--- config.mk ---
export PLATFORM = sky130hd
export DESIGN_NAME = kxd_fill
export DESIGN_NICKNAME = d
export VERILOG_FILES = /design/src/sv/keychain_xor_packet_decryptor_macros.svh /design/src/sv/kxd_pkg.sv /design/src/sv/kxd_fill.sv
export SDC_FILE = /design/constraint.sdc
export NUM_CORES = 1
export LEC_CHECK = 0
export ABC_AREA = 0
export BUFFER_PORTS_ARGS = -buffer_cell sky130_fd_sc_hd__buf_2
export CAP_MARGIN = 5
export CORE_UTILIZATION = 65
export CTS_BUF_LIST = sky130_fd_sc_hd__clkbuf_8
export CTS_CLUSTER_SIZE = 8
export DETAILED_ROUTE_END_ITERATION = 12
export HOLD_SLACK_MARGIN = 0.1
export PLACE_DENSITY = 0.93
export RECOVER_POWER = 50
export REMOVE_ABC_BUFFERS = 1
export SYNTH_ARGS = -nofsm -noshare
export SYNTH_HDL_FRONTEND = slang
export SYNTH_SLANG_ARGS = --single-unit
--- constraint.sdc ---
create_clock -name clk -period 7.76 [get_ports clk]
set_input_delay 1.552 -clock clk [delete_from_list [all_inputs] [get_ports clk]]
set_output_delay 1.552 -clock clk [all_outputs]
set_load 0.005 [all_outputs]
--- src/sv/keychain_xor_packet_decryptor_macros.svh ---
// ----------------------------------------------------------------------------
// Assertion macros for the keychain XOR packet decryptor
// Shared checks, clocked on clk and disabled while arst_n is low.
// ----------------------------------------------------------------------------
`ifndef KEYCHAIN_XOR_PACKET_DECRYPTOR_MACROS_SVH
`define KEYCHAIN_XOR_PACKET_DECRYPTOR_MACROS_SVH

// Property that must hold at every clock edge out of reset.
`define KXD_ASSERT_ALWAYS(label, prop, msg) \
	label: assert property (@(posedge clk) disable iff (!arst_n) (prop)) else $error(msg);

// Consequent that must hold in the cycle after the antecedent.
`define KXD_ASSERT_NEXT(label, ante, cons, msg) \
	label: assert property (@(posedge clk) disable iff (!arst_n) (ante) |=> (cons)) \
		else $error(msg);

`endif

--- src/sv/kxd_pkg.sv ---
// ----------------------------------------------------------------------------
// kxd_pkg
// Types, constants and helpers shared by the keychain XOR decryptor modules.
// ----------------------------------------------------------------------------
package kxd_pkg;

	// Data widths.
	localparam int WORD_W      = 32;
	localparam int HALF_W      = 16;
	localparam int COUNT_W     = 3;
	localparam int CFG_IDX_W   = 2;

	// Chain index taken from the raw word, and the span it covers.
	localparam int IDX_W       = 14;
	localparam int IDX_SPAN    = 16384;

	// Default key table depth.
	localparam int DEF_KEY_ENTRIES = 16384;

	// Register indexes on the configuration port.
	localparam logic [CFG_IDX_W-1:0] REG_TABLE_SEED = 2'd0;
	localparam logic [CFG_IDX_W-1:0] REG_START_KEY  = 2'd1;

	// Register reset values.
	localparam logic [WORD_W-1:0] TABLE_SEED_RST = 32'h8F54C37B;
	localparam logic [WORD_W-1:0] START_KEY_RST  = 32'h7AB38CF1;

	// Linear congruential generator constants.
	localparam logic [WORD_W-1:0] GEN_MUL  = 32'h02F6B6F5;
	localparam logic [WORD_W-1:0] GEN_ADD  = 32'h014698B7;
	localparam logic [WORD_W-1:0] OUT_MUL  = 32'h027F41C3;
	localparam logic [WORD_W-1:0] OUT_ADD  = 32'h00B327BD;

	// A full word carries this many bytes.
	localparam logic [COUNT_W-1:0] FULL_COUNT = 3'd4;

	// Write request from the table fill sequencer.
	typedef struct packed {
		logic              we;
		logic [WORD_W-1:0] data;
	} fill_wr_t;

	// Bytes of the key that are applied for a given byte count.
	function automatic logic [WORD_W-1:0] xor_mask(input logic [COUNT_W-1:0] count);
		logic [WORD_W-1:0] m;
		case (count)
			3'd0:    m = 32'h00000000;
			3'd1:    m = 32'h000000FF;
			3'd2:    m = 32'h0000FFFF;
			3'd3:    m = 32'h00FFFFFF;
			default: m = 32'hFFFFFFFF;
		endcase
		return m;
	endfunction

endpackage

--- src/sv/kxd_fill.sv ---
// ----------------------------------------------------------------------------
// kxd_fill
// Key table fill sequencer. Steps the generator once per cycle and writes
// one table entry from each pair of generator outputs, low half first.
// ----------------------------------------------------------------------------
module kxd_fill #(
	parameter int KEY_ENTRIES = kxd_pkg::DEF_KEY_ENTRIES
) (
	input  logic                           clk,
	input  logic                           arst_n,
	input  logic                           start,
	input  logic [kxd_pkg::WORD_W-1:0]     seed,
	output logic                           busy,
	output logic [$clog2(KEY_ENTRIES)-1:0] addr,
	output kxd_pkg::fill_wr_t              wr
);

	localparam int AW = $clog2(KEY_ENTRIES);
	localparam logic [AW-1:0] LAST_IDX = AW'(KEY_ENTRIES - 1);

	typedef enum logic [1:0] {
		F_IDLE,
		F_START,
		F_FILL
	} fill_state_t;

	fill_state_t                state_q;
	logic [AW-1:0]              idx_q;
	logic                       phase_q;
	logic                       have_q;
	logic [kxd_pkg::HALF_W-1:0] lo_q;
	logic [kxd_pkg::WORD_W-1:0] gen_q;
	logic [kxd_pkg::WORD_W-1:0] gen_next;
	logic [kxd_pkg::WORD_W-1:0] out_prod;
	logic [kxd_pkg::HALF_W-1:0] gen_out;
	logic                       wr_en;

	// Generator recurrence and output scramble of the current state.
	always_comb begin
		gen_next = kxd_pkg::WORD_W'(gen_q * kxd_pkg::GEN_MUL) + kxd_pkg::GEN_ADD;
		out_prod = kxd_pkg::WORD_W'({16'd0, gen_q[31:16]} * kxd_pkg::OUT_MUL)
			+ kxd_pkg::OUT_ADD;
		gen_out  = out_prod[31:16];
	end

	// An entry is written when the high half is produced.
	assign wr_en   = (state_q == F_FILL) && have_q && phase_q;
	assign wr.we   = wr_en;
	assign wr.data = {gen_out, lo_q};
	assign addr    = idx_q;
	assign busy    = (state_q != F_IDLE);

	// Fill state machine; a fill starts out of reset and on request.
	always_ff @(posedge clk or negedge arst_n) begin
		if (!arst_n) begin
			state_q <= F_START;
			idx_q   <= '0;
			phase_q <= 1'b0;
			have_q  <= 1'b0;
		end else begin
			case (state_q)
				F_IDLE: begin
					if (start) begin
						state_q <= F_START;
					end
				end
				F_START: begin
					idx_q   <= '0;
					phase_q <= 1'b0;
					have_q  <= 1'b0;
					// A request arriving here keeps the state in F_START so that
					// the generator loads the newly written seed.
					if (!start) begin
						state_q <= F_FILL;
					end
				end
				F_FILL: begin
					have_q <= 1'b1;
					if (start) begin
						state_q <= F_START;
					end else if (have_q) begin
						phase_q <= ~phase_q;
						if (phase_q) begin
							if (idx_q == LAST_IDX) begin
								state_q <= F_IDLE;
							end else begin
								idx_q <= idx_q + AW'(1);
							end
						end
					end
				end
				default: begin
					state_q <= F_IDLE;
				end
			endcase
		end
	end

	// Generator state and the held low half.
	always_ff @(posedge clk) begin
		if (state_q == F_START) begin
			gen_q <= seed;
		end else begin
			gen_q <= gen_next;
		end
		if (have_q && !phase_q) begin
			lo_q <= gen_out;
		end
	end

endmodule

# After elaboration in Yosys (flattened, before gate mapping)
# Cells that the tools add are included.
# totals
output_inout_bits,48
in_bits,35
elab_cells,51
reg_bits,66
# op_classes
addsub,3
bitwise_logic,1
n_reduce_logical,10
n_eq_ne,12
n_mux,17
multipliers,2
# ops
op,n
two-way mux 14 bit,4
adder 32 x 24 -> 32 bit (second input constant),1
adder 32 x 25 -> 32 bit (second input constant),1
multiplier 16 x 26 -> 32 bit (second input constant),1
multiplier 32 x 26 -> 32 bit (second input constant),1
two-way mux 32 bit,1
case mux 14 bit (2 select lines),1
adder 14 x 1 -> 14 bit (second input constant),1
equality test 14 bit (second input constant),1
two-way mux 2 bit,6
!= test 2 bit (second input constant),6
AND reduction 5 bit,2
!= test 3 bit (second input constant),2
case mux 2 bit (3 select lines),1
case mux 1 bit (2 select lines),2
nonzero test 2 bit,2
logical AND 1 bit,3
!= test 3 x 2 -> 1 bit (second input constant),1
AND reduction 3 bit,1
equality test 2 x 1 -> 1 bit (second input constant),1
equality test 2 bit (second input constant),1
zero test 2 bit,1
two-way mux 1 bit,2
zero test 1 bit,1
inverter 1 bit,1

# Longest topological paths before layout
# Gate-level depths: netlist of run 1.
# logic_depth
word_depth,6
mapped_depth,22
mapped_depth_nobuf,22

# Least setup slack after synthesis of run 1
# OpenSTA, ideal clock, no wires.
# synth_path
path_kind,register to output
startpoint,reg gen_q[18] (netlist bit)
endpoint,out wr[28] (netlist bit)
t_required_ns,6.208
path_stages_with_launch,20
n_path_buf,0
arrival_time_ns,5.315
slack_ns,0.893
path_cell_list,dfxtp_1 > fa_1 > inv_1 > fa_1 > inv_1 > ha_1 > inv_1 > fa_1 > inv_1 > fa_1 > inv_1 > fa_1 > inv_1 > ha_1 > a211oi_1 > o211ai_1 > and3b_1 > or3_4 > a21oi_2 > xnor2_1
# synth_lines
item,line_no,text
from (decl),kxd_fill.sv:32,logic [kxd_pkg::WORD_W-1:0] gen_q;
from (signal assigned),kxd_fill.sv:104,gen_q <= gen_next;
to (decl),kxd_fill.sv:15,output kxd_pkg::fill_wr_t wr

==> flow_summary.yaml, run 1 <==
min_path:
  hp-class: "reg2reg"
  hold_end: "state_q[0]"
  min_path_cells: 2
  min_from: "state_q[0]"
sta:
  rsz0062_at_grt: "no"
  finalCritPeriodShare: 0.976
  final.setup.tns_ps: 0
  drv_slew: 64
  hold_violations: 0
  worst_pin_slew_ps: 2680
  clock-skew-final_ps: 25.8
  min_period_ps: 7570
  relSlewSlack: -0.786
  fmax_mhz: 132
  setup_violations: 0
critical_path:
  path_common_cell: "inv_1"
  critPathRequiredTime_ps: 6210
  slowest_delay_ps: 570
  path_cells: "inv_1 > fa_1 > inv_1 > fa_1 > ha_1 > inv_1 > fa_1 > inv_1 > fa_1 > inv_1 > fa_1 > inv_1 > ha_1 > a211oi_2 > o211ai_1 > and3b_1 > or3_4 > a21oi_2 > xnor2_1 > buf_2"
  cpMaxStageDelayCell: "fa_1"
  path_max_fanout: 8
  cp_num_buf_inv: 7
  end_kind: "output port"
  r2r_setup_slack_ps: 530
  r2r_start: "gen_q[7]"
  start_kind: "register"
  r2r_end: "gen_q[22]"
  ff2ff_path_depth: 21
  path_class: "reg2out"
  cp_top_family: "adder cells"
  critical_path_arrival_ps: 6020
cells_and_area:
  area_growth_pct: 6.56
  antenna_cells: 0
  fill_cells: 1827
  drive_gt1_frac: 0.0778
  layout.nets: 2564
clock_network:
  ctsHtreeMaxLevel: 3
  root_buffer: "clkbuf_8"
  clk_pin_slew_ps: 110
  clock_sinks: 66
  cts_buffers: 9
  clk_latency_ps: 410
  cts_hold_buf: 0
  clockBufferDepth: 2
  tritoncts: "built"
detailed_routing:
  viasPerCell: 5.63
  post-route-drc-count: 2
  firstDrtPassIters: 11
  wl_per_cell_um: 20.0
  drt_iter0_markers: 976
  vias: 12537
  wirelength_um: 44600
  drtAntennaViolNets: 0
synth:
  ys_ff_latch: 66
  yosys_most_used_dff: "dfxtp_1"
  async_flop_share: 0.273
  synth_cells: 1779
  synth.avg_cell_area_um2: 9.89
  synth-seq-area-share: 0.0894
  synth_enable_flop_cells: 16
  syn-cell-area_um2: 17600
  yosysWarnings: 0
  ys_types: 65
die:
  die_x_um: 166
  io_pins: 83
  coreArea_um2: 26300
  die_h_um: 166
  die-area_um2: 27700
  start_util: 0.669
  rows: 59
global_route:
  antenna_found_initial: 1
  grt_pass1_wl_um: 72600
  grt_pass1_vias: 13777
  globalRouteTotalUtil: 0.349
  overflow: 0
  grt_max_degree: 64
place:
  gp_congestion: 1.00
  dpl.hpwl_um: 39300
  io_buffers: 82
status:
  status: "complete, but fails checks"
  failed_checks: "design-rule violations, max-capacitance violations, max-slew violations"
run:
  cap_violations: 1
==> synthesized netlist by cell type, drive strengths merged, types with 3 or more instances <==
master / instances / area (um^2)
and3: 6 / 37.5
clkbuf: 9 / 33.8
nor3: 13 / 70.1
o21bai: 3 / 22.5
inv: 604 / 2270
nand3: 15 / 75.1
o211ai: 6 / 55.1
nand4: 7 / 50.1
nand2: 64 / 240
fa: 356 / 7130
a211oi: 9 / 67.6
a21o: 20 / 151
or3: 12 / 80.1
a221oi: 3 / 38.8
mux2: 4 / 45.0
o21ai: 54 / 282
dfrtp: 17 / 425
or2: 4 / 25.0
nand2b: 5 / 31.3
ha: 288 / 3600
o21a: 9 / 67.6
xnor2: 66 / 578
o31ai: 3 / 22.5
edfxtp: 16 / 480
a22o: 3 / 26.3
a31oi: 4 / 25.0
a211o: 6 / 52.6
xor2: 30 / 263
nor2: 43 / 161
dfxtp: 32 / 641
a21oi: 40 / 215
==> final cells by class <==
type / count / area (um^2) / area share
inverters: 604 / 2270 / 0.121
flip-flops and latches: 66 / 1580 / 0.0845
repair buffers: 105 / 566 / 0.0302
well taps: 335 / 419 / 0.0224
clock inverters: 6 / 63.8 / 0.00340
multi-input cells: 1099 / 13700 / 0.731
clock buffers: 10 / 138 / 0.00734
==> layer usage <==
layer,global-route usage,vias to the layer above,wire (um)
met5,0,-,9
met4,0.136,2,1850
met3,0.0991,112,4440
met2,0.552,577,20600
met1,0.456,6276,17700
li1,-,5570,-
==> cell families after synthesis <==
kind of cell | share of synthesized area
flip-flops | 0.0894
AND/OR/NAND/NOR | 0.0471
buffers and inverters | 0.131
AO/OA/AOI/OAI | 0.0699
adder cells (fa/ha/maj) | 0.610
XOR/XNOR | 0.0491
multiplexers | 0.00313
==> cell usage in the layout (no fill, tap or decap), types with 4 or more instances in the layout <==
| master | n |
|---|---|
| a211o_1 | 6 |
| a211oi_1 | 7 |
| a21o_1 | 19 |
| a21oi_1 | 36 |
| a21oi_2 | 4 |
| a31oi_1 | 4 |
| and3_1 | 6 |
| buf_2 | 74 |
| buf_4 | 21 |
| clkbuf_1 | 10 |
| clkbuf_8 | 10 |
| dfrtp_1 | 17 |
| dfxtp_1 | 26 |
| dfxtp_2 | 5 |
| edfxtp_1 | 16 |
| fa_1 | 354 |
| ha_1 | 287 |
| inv_1 | 604 |
| mux2_2 | 4 |
| nand2_1 | 64 |
| nand2b_1 | 5 |
| nand3_1 | 15 |
| nand4_1 | 6 |
| nor2_1 | 43 |
| nor3_1 | 12 |
| o211ai_1 | 4 |
| o21a_1 | 9 |
| o21ai_0 | 49 |
| o21ai_1 | 4 |
| or3_1 | 11 |
| xnor2_1 | 66 |
| xor2_1 | 30 |
==> worst max path at each step <==
stage	endpoint	slack, ps	depth (start not counted)	startpoint
6_report	wr[28]	190	20	gen_q[21]
5_1_grt	wr[28]	9	20	gen_q[23]
4_1_cts	wr[31]	50	20	gen_q[18]
3_5_place_dp	wr[31]	350	20	gen_q[23]
3_3_place_gp	wr[28]	470	20	gen_q[23]
2_1_floorplan	wr[28]	890	19	gen_q[18]
==> registers in the layout (all words and copies together) (netlist names) <==
signal,count
gen_q,32
lo_q,16
addr,14
state_q,2
have_q,1
phase_q,1
==> per-stage QoR <==
| stage | instance area [um^2] | utilization | hold slack (ps) | setup slack (ps) | std cells |
|---|---|---|---|---|---|
| global placement | 18500 | 0.705 | 485 | 472 | 2207 |
| detailed placement | 18500 | 0.705 | 495 | 354 | 2207 |
| global route | 18700 | 0.713 | 593 | 8.76 | 2225 |
| finish | 18700 | 0.713 | 551 | 186 | 2225 |
| floorplan | 17500 | - | 470 | 893 | 1769 |
| CTS | 18700 | 0.713 | 524 | 54.1 | 2223 |
==> worst register-to-register path: cells and delay by family, from the launching register on <==
| kind | cells | cell delay (ps) |
|---|---|---|
| adders and majority gates | 8 | 3680 |
| AOI/OAI and AO/OA | 6 | 1810 |
| DFF | 1 | 590 |
| buffers and inverters | 6 | 520 |
| and+or+nand+nor | 1 | 310 |
==> timing repair <==
item	4_1_cts	5_1_grt
resized for setup	3	9
pin swaps	0	1
setup buffers	0	2
endpoints found under the setup margin	2	5
Power of run 1 is not shown: default switching activity piles up to over one toggle a cycle in this logic, so the estimate is an artifact.
==> run 2: changes to the inputs <==
--- a/config.mk
+++ b/config.mk
@@ -8,12 +8,12 @@
 export ABC_AREA = 0
 export BUFFER_PORTS_ARGS = -buffer_cell sky130_fd_sc_hd__buf_2
 export CAP_MARGIN = 5
-export CORE_UTILIZATION = 65
+export CORE_UTILIZATION = 55
 export CTS_BUF_LIST = sky130_fd_sc_hd__clkbuf_8
 export CTS_CLUSTER_SIZE = 8
 export DETAILED_ROUTE_END_ITERATION = 12
 export HOLD_SLACK_MARGIN = 0.1
-export PLACE_DENSITY = 0.93
+export PLACE_DENSITY = 0.82
 export RECOVER_POWER = 50
 export REMOVE_ABC_BUFFERS = 1
 export SYNTH_ARGS = -nofsm -noshare
==> run 2 against run 1 <==
The flow finishes with violations (max-capacitance violations, max-slew violations). Non-clock buffer count decreased by 1. Final area increased by 0.57%. First-iteration DRC count decreased by 31%. Global-route usage decreased by 6.4 points. Flip-flop and latch count unchanged. Hold slack got worse by 17 ps. Critical endpoint is now wr[30].
==> flow_summary.yaml, run 2 (synthesis results as in run 1) <==
critical_path:
  critPathRequiredTime_ps: 6210
  end_kind: "output port"
  slowest_delay_ps: 550
  path_max_fanout: 11
  path_common_cell: "inv_1"
  path_cells: "buf_6 > inv_1 > ha_2 > inv_1 > ha_1 > ha_1 > fa_1 > inv_1 > fa_1 > fa_1 > inv_1 > ha_1 > nand4_1 > a2111o_1 > a21oi_4 > a22o_4 > nor3_4 > o31ai_1 > xor2_1 > buf_2"
  path_class: "reg2out"
  start_kind: "register"
  critical_path_arrival_ps: 5950
  cp_num_buf_inv: 6
  cp_top_family: "adder cells"
  cpMaxStageDelayCell: "fa_1"
cells_and_area:
  finish.utilization: 0.599
  area_growth_pct: 7.16
  layout.nets: 2563
  fill_cells: 2586
  drive_gt1_frac: 0.0757
  final_common_cell: "inv_1"
  seq_area_um2: 1580
  mostFrequentLayoutCells: "inv_1, fa_1, ha_1"
  largest_reg_flops: 32
  multi_input_area_um2: 13700
  top_register: "gen_q"
detailed_routing:
  wirelength_um: 42600
  wl_per_cell_um: 18.6
  firstDrtPassIters: 5
  vias: 12157
  viasPerCell: 5.30
  drtAntennaViolNets: 0
  drt_iter0_markers: 670
  post-route-drc-count: 0
global_route:
  grt_pass1_wl_um: 70500
  grt_pass1_vias: 13706
  overflow: 0
  grt_max_degree: 63
  antenna_found_initial: 6
  globalRouteTotalUtil: 0.285
sta:
  min_period_ps: 7500
  rsz0062_at_grt: "no"
  fin_ws_ps: 263
  clock-skew-final_ps: 22.4
  hold_violations: 0
  relSlewSlack: -0.662
  drv_slew: 63
  worst_pin_slew_ps: 2490
  setup_violations: 0
  final.setup.tns_ps: 0
  fmax_mhz: 133
  finalCritPeriodShare: 0.966
clock_network:
  root_buffer: "clkbuf_8"
  clk_latency_ps: 410
  tritoncts: "built"
  clockBufferDepth: 2
  cts_hold_buf: 0
  cts_buffers: 9
  clk_pin_slew_ps: 90
  ctsHtreeMaxLevel: 3
  clock_sinks: 66
place:
  io_buffers: 82
  gp_congestion: 0.936
  dpl.hpwl_um: 38100
  dp_slack_ps: 345
run:
  cap_violations: 1
die:
  die_x_um: 181
  die_h_um: 181
  die-area_um2: 32700
  io_pins: 83
  start_util: 0.559
  coreArea_um2: 31500
  rows: 65
status:
  status: "complete, but fails checks"
  failed_checks: "max-capacitance violations, max-slew violations"
min_path:
  hp-class: "reg2reg"
run 2: changes by cell type in the layout (fill, tap and decap cells not counted), moves of 2 or more:
cell,delta
dfxtp_2,-2
dfxtp_1,+2
clkbuf_1,+5
clkinv_4,+3
buf_2,-5
buf_4,-2
run 2: repair_timing:
item                       CTS  global route
pin swaps                    0             2
buffers inserted             0             1
gates cloned                 0             0
gates resized for setup      2            16
setup endpoints to repair    3             5
run 2: metrics by stage:
stage / hold WS (ps) / instance area [um^2] / instances
finish: 534 / 18800 / 2292
detailed placement: 494 / 18600 / 2274
floorplan: 470 / 17500 / 1769
CTS: 507 / 18800 / 2290
global route: 581 / 18800 / 2291
global placement: 480 / 18600 / 2274
run 2: final timing paths:
| path | start | end | slack [ps] | cells past startpoint |
|---|---|---|---|---|
| setup / recovery | gen_q[18] | wr[30] | 260 | 20 |
| hold / removal | state_q[0] | state_q[0] | 530 | 2 |
| max in group asynchronous | arst_n | have_q | 5870 | 1 |
| hold reg to reg | state_q[0] | state_q[0] | 530 | 2 |
| setup reg to reg | gen_q[8] | gen_q[22] | 580 | 21 |
| min in group asynchronous | arst_n | phase_q | 1270 | 1 |
run 2: cell type report:
cell class,count,share of cell area
Sequential cell,66,0.0838
Multi-Input combinational cell,1099,0.729
Tap cell,402,0.0267
Timing Repair Buffer,104,0.0295
Clock inverter,7,0.00412
Inverter,604,0.120
Clock buffer,9,0.00657
Antenna cell,1,0.000133
run 2: worst register-to-register path: cells and delay by family (launching register included):
family | cells | cell delay [ps]
AO/OA/AOI/OAI | 6 | 1790
adder cells (fa/ha/maj) | 8 | 3720
flip-flops | 1 | 580
AND/OR/NAND/NOR | 1 | 330
buffers and inverters | 6 | 510
run 2: per-layer routing:
metal | up-vias | share of wire | global-route usage
li1 | 5564 | - | -
met1 | 6055 | 0.39 | 0.347
met2 | 414 | 0.49 | 0.479
met3 | 118 | 0.074 | 0.0716
met4 | 6 | 0.047 | 0.122
met5 | - | 0.00096 | 0
Power of run 2 is left out for the same reason.
==> run 3: changes to the inputs <==
==> constraint.sdc (replaced) <==
create_clock -name clk -period 7.76 [get_ports clk]
set_input_delay 0.388 -clock clk [delete_from_list [all_inputs] [get_ports clk]]
set_output_delay 0.388 -clock clk [all_outputs]
set_load 0.005 [all_outputs]
==> run 3 against run 2 <==
The run still ends with max-capacitance violations, max-slew violations left. Critical path type unchanged. Fmax increased by 7.3%. Final area decreased by 0.57%. Cell count decreased by 0.48%. Non-clock buffer count decreased by 10. Largest cell class unchanged. Wire length decreased by 1.1%. Register-to-register slack improved by 260 ps. Via count about the same.
==> flow_summary.yaml, run 3 (synthesis results as in run 1) <==
status:
  status: "complete, but fails checks"
  failed_checks: "max-capacitance violations, max-slew violations"
run:
  cap_violations: 1
detailed_routing:
  wl_per_cell_um: 18.4
  post-route-drc-count: 0
  vias: 12165
  viasPerCell: 5.33
  wirelength_um: 42100
  drt_iter0_markers: 608
  drtAntennaViolNets: 0
  firstDrtPassIters: 5
critical_path:
  end_kind: "output port"
  path_class: "reg2out"
  slowest_delay_ps: 970
  path_max_fanout: 12
  critPathRequiredTime_ps: 7370
  cp_num_buf_inv: 4
  cp_top_family: "adder cells"
  start_kind: "register"
  path_cells: "ha_1 > inv_1 > ha_1 > ha_1 > fa_1 > inv_1 > fa_1 > fa_1 > inv_1 > ha_1 > nand4_1 > a2111o_1 > a21oi_2 > a22o_1 > nor3_2 > o31ai_1 > xor2_1 > buf_2"
  critical_path_arrival_ps: 6600
  path_common_cell: "ha_1"
  cpMaxStageDelayCell: "dfxtp_1"
sta:
  hold_violations: 0
  fin_ws_ps: 773
  clock-skew-final_ps: 19.5
  finalCritPeriodShare: 0.900
  relSlewSlack: -0.706
  fmax_mhz: 143
  worst_pin_slew_ps: 2560
  min_period_ps: 6990
  setup_violations: 0
  rsz0062_at_grt: "no"
  final.setup.tns_ps: 0
  drv_slew: 63
place:
  dp_slack_ps: 1010
  io_buffers: 82
  postPlaceCellArea_um2: 18500
  gp_congestion: 1.00
  dpl.hpwl_um: 37300
die:
  io_pins: 83
  die_x_um: 181
  rows: 65
  die-area_um2: 32700
  die_h_um: 181
  coreArea_um2: 31500
  start_util: 0.559
min_path:
  hp-class: "in2reg"
global_route:
  grt_pass1_vias: 13706
  antenna_found_initial: 0
  overflow: 0
  grt_pass1_wl_um: 70500
  grt_max_degree: 63
  globalRouteTotalUtil: 0.282
clock_network:
  root_buffer: "clkbuf_8"
  cts_repair_resize_count: 0
  ctsHtreeMaxLevel: 3
  clockBufferDepth: 2
  clock_sinks: 66
  tritoncts: "built"
  clk_pin_slew_ps: 100
  cts_buffers: 9
  clk_latency_ps: 430
cells_and_area:
  finish.utilization: 0.595
  mostFrequentLayoutCells: "inv_1, fa_1, ha_1"
  final_common_cell: "inv_1"
  layout.nets: 2553
  postLayoutCellArea_um2: 18700
  fill_cells: 2566
  area_growth_pct: 6.55
  top_register: "gen_q"
  largest_reg_flops: 32
  antenna_cells: 0
  drive_gt1_frac: 0.0607
## run 3: changes by cell type in the layout (fill, tap and decap cells not counted), moves of 3 or more
cell / change
clkinv_4: -3
dfxtp_1: +4
fa_1: +3
fa_2: -3
dfxtp_2: -3
buf_4: -10
clkbuf_1: +3
buf_2: -3
## run 3: layout make-up
| type | count | area, um^2 | share of cell area |
|---|---|---|---|
| tap | 402 | 503 | 0.0268 |
| timing repair buffer | 94 | 475 | 0.0254 |
| clock buffer | 9 | 124 | 0.00661 |
| multi-input combinational | 1099 | 13700 | 0.730 |
| clock inverter | 7 | 118 | 0.00628 |
| sequential | 66 | 1570 | 0.0839 |
| inverter | 604 | 2270 | 0.121 |
## run 3: metal layers
metal / up-vias / GRT usage / share of wire
met3: 95 / 0.0498 / 0.061
met1: 6132 / 0.360 / 0.42
li1: 5547 / - / -
met2: 391 / 0.479 / 0.49
met5: - / 0 / 0
met4: 0 / 0.109 / 0.035
## run 3: path summary, 6_finish.rpt
path	from	to	slack (ps)	depth (start not counted)
min in group asynchronous	arst_n	addr[9]	640	2
max in group asynchronous	arst_n	addr[12]	6520	2
max	gen_q[17]	wr[30]	770	18
min	seed[29]	gen_q[29]	160	3
min reg2reg	state_q[0]	state_q[0]	550	2
max reg2reg	gen_q[17]	gen_q[31]	840	19
## run 3: metrics by stage
| stage | cells | hold slack, ps |
|---|---|---|
| finish | 2281 | 158 |
| floorplan | 1769 | 92.4 |
| global route | 2281 | 172 |
| global placement | 2264 | 338 |
| CTS | 2281 | 126 |
| detailed placement | 2264 | 340 |
## run 3: tightest hold or removal path, stage by stage
cell and delay, ps:
buf_2 70, nand2_1 40, o21ai_0 50
## run 3: timing repair
| action | 4_1_cts | 5_1_grt |
|---|---|---|
| hold endpoints to repair | 17 | 0 |
| hold buffers | 1 | 0 |
| buffers inserted | 0 | 0 |
Power of run 3 is left out for the same reason.
